### config.mk
export PLATFORM = sky130hd
export DESIGN_NAME = gtd_cross
export DESIGN_NICKNAME = d
export VERILOG_FILES = /design/src/hw/rtl/gtd_pkg.sv /design/src/hw/rtl/gtd_cross.sv
export SDC_FILE = /design/constraint.sdc
export NUM_CORES = 2
export LEC_CHECK = 0
export ABC_AREA = 1
export BUFFER_PORTS_ARGS = -buffer_cell sky130_fd_sc_hd__buf_2
export CAP_MARGIN = 20
export CORE_ASPECT_RATIO = 1.75
export CORE_UTILIZATION = 45
export DETAILED_ROUTE_END_ITERATION = 6
export PLACE_DENSITY = 0.66
export SETUP_SLACK_MARGIN = 0.4
export SKIP_LAST_GASP = 1
export SYNTH_ARGS = -nofsm -noshare
export SYNTH_HDL_FRONTEND = slang
export SYNTH_SLANG_ARGS = --single-unit
export TNS_END_PERCENT = 5
### constraint.sdc
create_clock -name vclk -period 14.1
set_clock_uncertainty 0.05 [all_clocks]
set_input_delay 1.41 -clock vclk [all_inputs]
set_output_delay 1.41 -clock vclk [all_outputs]
set_load 0.02 [all_outputs]
### src/hw/rtl/gtd_pkg.sv
// Shared types and constants for the gesture turn direction unit.
// No dependencies.
package gtd_pkg;

  localparam int unsigned CoordW = 16;
  localparam int unsigned DiffW  = CoordW + 1;
  localparam int unsigned ProdW  = 2 * DiffW;
  localparam int unsigned TurnW  = 11;

  localparam logic [1:0] SeenFull = 2'd3;
  localparam logic [1:0] SeenTwo  = 2'd2;
  localparam logic [1:0] SeenOne  = 2'd1;
  localparam logic [1:0] SeenNone = 2'd0;

  typedef struct packed {
    logic [CoordW-1:0] y;
    logic [CoordW-1:0] x;
  } point_t;

  // cross product of a triple is lhs - rhs
  typedef struct packed {
    logic signed [ProdW-1:0] lhs;
    logic signed [ProdW-1:0] rhs;
  } prod_t;

endpackage

### src/hw/rtl/gtd_cross.sv
// Cross product terms for one triple of points a, b, c.
// Depends on gtd_pkg.
module gtd_cross import gtd_pkg::*; (
  input  point_t a_i,
  input  point_t b_i,
  input  point_t c_i,
  output prod_t  prod_o
);

  logic signed [DiffW-1:0] dx_ab, dy_ab, dx_bc, dy_bc;

  assign dx_ab = $signed({1'b0, b_i.x}) - $signed({1'b0, a_i.x});
  assign dy_ab = $signed({1'b0, b_i.y}) - $signed({1'b0, a_i.y});
  assign dx_bc = $signed({1'b0, c_i.x}) - $signed({1'b0, b_i.x});
  assign dy_bc = $signed({1'b0, c_i.y}) - $signed({1'b0, b_i.y});

  assign prod_o.lhs = dx_ab * dy_bc;
  assign prod_o.rhs = dy_ab * dx_bc;

endmodule

==> summary.md <==
| Metric | Value |
|---|---|
| Max_slew headroom | `0.2105` |
| Biggest area consumer among synthesized cells | `fa_1` |
| Nets | `between 4,000 and 5,000` |
| Average size of a mapped cell | `approximately 7.4 µm²` |
| Critical setup path kind | `in2out` |
| All-Layer GR Usage | `0.3266` |
| Initial antenna violation count | `8` |
| Clkbuf count | `0` |
| Cell row count | `around 120` |
| FFs & Latches | `0` |
| Die width | `around 190 µm` |
| Endpoints failing hold | `0` |
| Final wirelength | `92,930 µm` |
| Hold-critical path endpoint | `prod_o[0]` |
| Post-DP HPWL | `~80,000 µm` |
| Compound-Gate Fraction of Synth Area | `0.03972` |
| Top cells by area, synth | `fa_1, inv_1, nand2_1, ha_1, nor2_1` |
| Post_cts resized | `0` |
| Yosys warnings | `0` |
| Setup bufs post-CTS | `0` |
| Routed via count | `between 20,000 and 25,000` |
| HP Class | `in2out` |
| Max-cap viol count | `0` |
| Area grow syn2layout | `6.146%` |
| Fin. max-slew vios | `0` |
| Avg WL per Cell | `approximately 21 µm` |
| Post-synth cell types | `34` |
| Slew of the pin with the lowest slew margin | `1.180 ns` |
| Hold path cells | `5` |
| I/O Pins | `about 160` |
| Status | `finished, final reports clean` |
| Initial core utilization | `0.4562` |
| Vias per cell | `around 5.3` |
| Final design utilization | `0.4843` |
| Largest net degree at the start of global routing | `18` |
| Routed Antenna Nets | `0` |
| Adder-Cell Fraction of Synth Area | `0.5588` |
| CP max stage cell | `xor2_1` |
| Core Box Area | `slightly below 0.06 mm²` |
| Max FO, Critical Path | `10` |
| DRT iter0 DRCs | `between 1,000 and 1,500` |
| Reg area | `0 µm²` |
| # DRC | `0` |
| Filler cell count | `around 6,000` |
| Highest Clock Rate | `between 90 and 100 MHz` |
| First-pass DRT Iterations | `7` |
| Simple logic cell fraction of the synthesized area | `0.2329` |
| Max stage delay on crit path | `roughly 0.8 ns` |
| Die Y | `between 300 and 400 µm` |
| Sequential element share of the synthesized area | `0` |
| Setup Viol. Count Final | `0` |
| Multiplexer area fraction after synthesis | `0` |
| Final GP Congestion | `~1.1` |
| Buffers & Inverters on Critical Path | `9` |
| Worst setup SP type | `input pin` |
| XOR/XNOR Fraction of Synth Area | `0.02474` |
| PnR worst setup slack | `a little over 3 ns` |
| Hold Crit Start | `a_i[16]` |
| Synth Instances | `around 3,600` |
| Tmin final | `between 10 and 15 ns` |
| RSZ-0062 raised after global routing | `no` |
| Setup TNS | `0 ns` |
| Most frequent CP cell | `fa_1` |
| Critical Path RT | `about 13 ns` |
| Vias in the first global route | `roughly 26,000` |
| Kind of end point of the critical path | `primary output` |
| Post-CTS Hold Fix Bufs | `0` |
| Die area | `0.06023 mm²` |
| Syn_nets | `roughly 4,500` |
| Kind of cell with the highest combined delay on the critical path | `adder cells` |
| Post-Syn Area | `about 0.027 mm²` |
| Largest family of logic cells by synthesized area | `adder cells` |
| Pre-CTS setup slack | `around 3.3 ns` |
| Critical Path AT | `between 9 and 10 ns` |
| Synth top area share | `0.4485` |
| Tcrit/Tclk final | `0.7816` |
| Share of layout cells above drive strength 1 | `0.06318` |
| First-pass GRT wire length | `145,200 µm` |
| Port Buffers | `around 160` |
| Global route overflow | `0` |
## metal layers
| layer | track usage | vias up | part of all wire |
|---|---|---|---|
| li1 | - | 10850 | - |
| met1 | 0.2993 | 11590 | 0.31 |
| met2 | 0.6074 | 967 | 0.53 |
| met3 | 0.06175 | 428 | 0.060 |
| met4 | 0.2787 | 4 | 0.10 |
| met5 | 0 | - | 0.00022 |
## cell type report
cell class | count | area, µm² | area share
diodes | 6 | 15.01 | 0.0005308
inverters | 951 | 3570 | 0.1262
multi-input cells | 2624 | 22820 | 0.8069
well taps | 773 | 967.2 | 0.03419
repair buffers | 176 | 910.9 | 0.03220
## cell families after synthesis
kind of cell             after synthesis
AO/OA/AOI/OAI                        194
buffers and inverters                995
XOR/XNOR                              62
AND/OR/NAND/NOR                     1536
adder cells (fa/ha/maj)              832
## worst max-delay path by stage
stage	start	cells after the start	to
2_1_floorplan	c_i[16]	24	prod_o[59]
3_3_place_gp	b_i[16]	27	prod_o[67]
3_5_place_dp	b_i[0]	25	prod_o[25]
4_1_cts	b_i[16]	27	prod_o[67]
5_1_grt	b_i[16]	29	prod_o[16]
6_report	b_i[16]	27	prod_o[16]
## Yosys cell counts (5+ instances only)
cell	instances
nand2_1	848
ha_1	235
nand2_2	21
inv_2	12
nand4_1	35
a21oi_2	5
fa_1	597
nand3b_1	8
a21oi_1	118
buf_6	8
nand3_1	145
xnor2_1	13
o21ai_0	48
o21bai_1	14
buf_4	5
buf_2	15
nor2_1	441
nor3_1	16
or2_2	6
xor2_2	8
inv_1	928
and2_1	9
clkinv_1	11
clkbuf_1	16
xor2_1	38
## layout by cell type, fill, tap and decap left out
master / Yosys / routed
a21oi_2: 5 / 5
o211ai_2: 2 / 2
nor3_1: 16 / 16
nand2_1: 848 / 848
or2_1: 1 / 1
nand3b_4: 1 / 1
ha_1: 235 / 235
o21ai_2: 1 / 1
xor2_2: 8 / 9
clkinv_1: 11 / 11
nor4_1: 4 / 4
xnor2_1: 13 / 13
xor2_1: 38 / 37
a21oi_1: 118 / 118
o21bai_1: 14 / 14
buf_4: 5 / 12
and2_1: 9 / 9
diode_2: 0 / 6
nor2_1: 441 / 441
nor2_2: 1 / 1
nand3b_1: 8 / 8
o21a_1: 2 / 2
inv_1: 928 / 928
nand2_2: 21 / 21
xor2_4: 3 / 3
inv_2: 12 / 12
o21ai_0: 48 / 48
a21o_1: 4 / 4
nand4_1: 35 / 35
or2_2: 6 / 6
nand3_1: 145 / 145
buf_2: 15 / 164
fa_1: 597 / 597
## tightest hold or removal path, cell delays in order
cell,delay (ns)
buf_2,0.08
ha_1,0.12
buf_4,0.25
nor2_1,0.06
buf_2,0.16
## stage by stage
| step | instance area [µm²] | hold slack [ns] | std cells |
|---|---|---|---|
| finish | 28290 | 3.432 | 4530 |
| global route | 28280 | 3.458 | 4527 |
| CTS | 28270 | 3.418 | 4524 |
| detailed placement | 28270 | 3.416 | 4524 |
| global placement | 28270 | 3.429 | 4524 |
| floorplan | 26650 | 3.078 | 3619 |
Power is not shown: default switching activity piles up to over one toggle a cycle in this logic, so the estimate is an artifact.
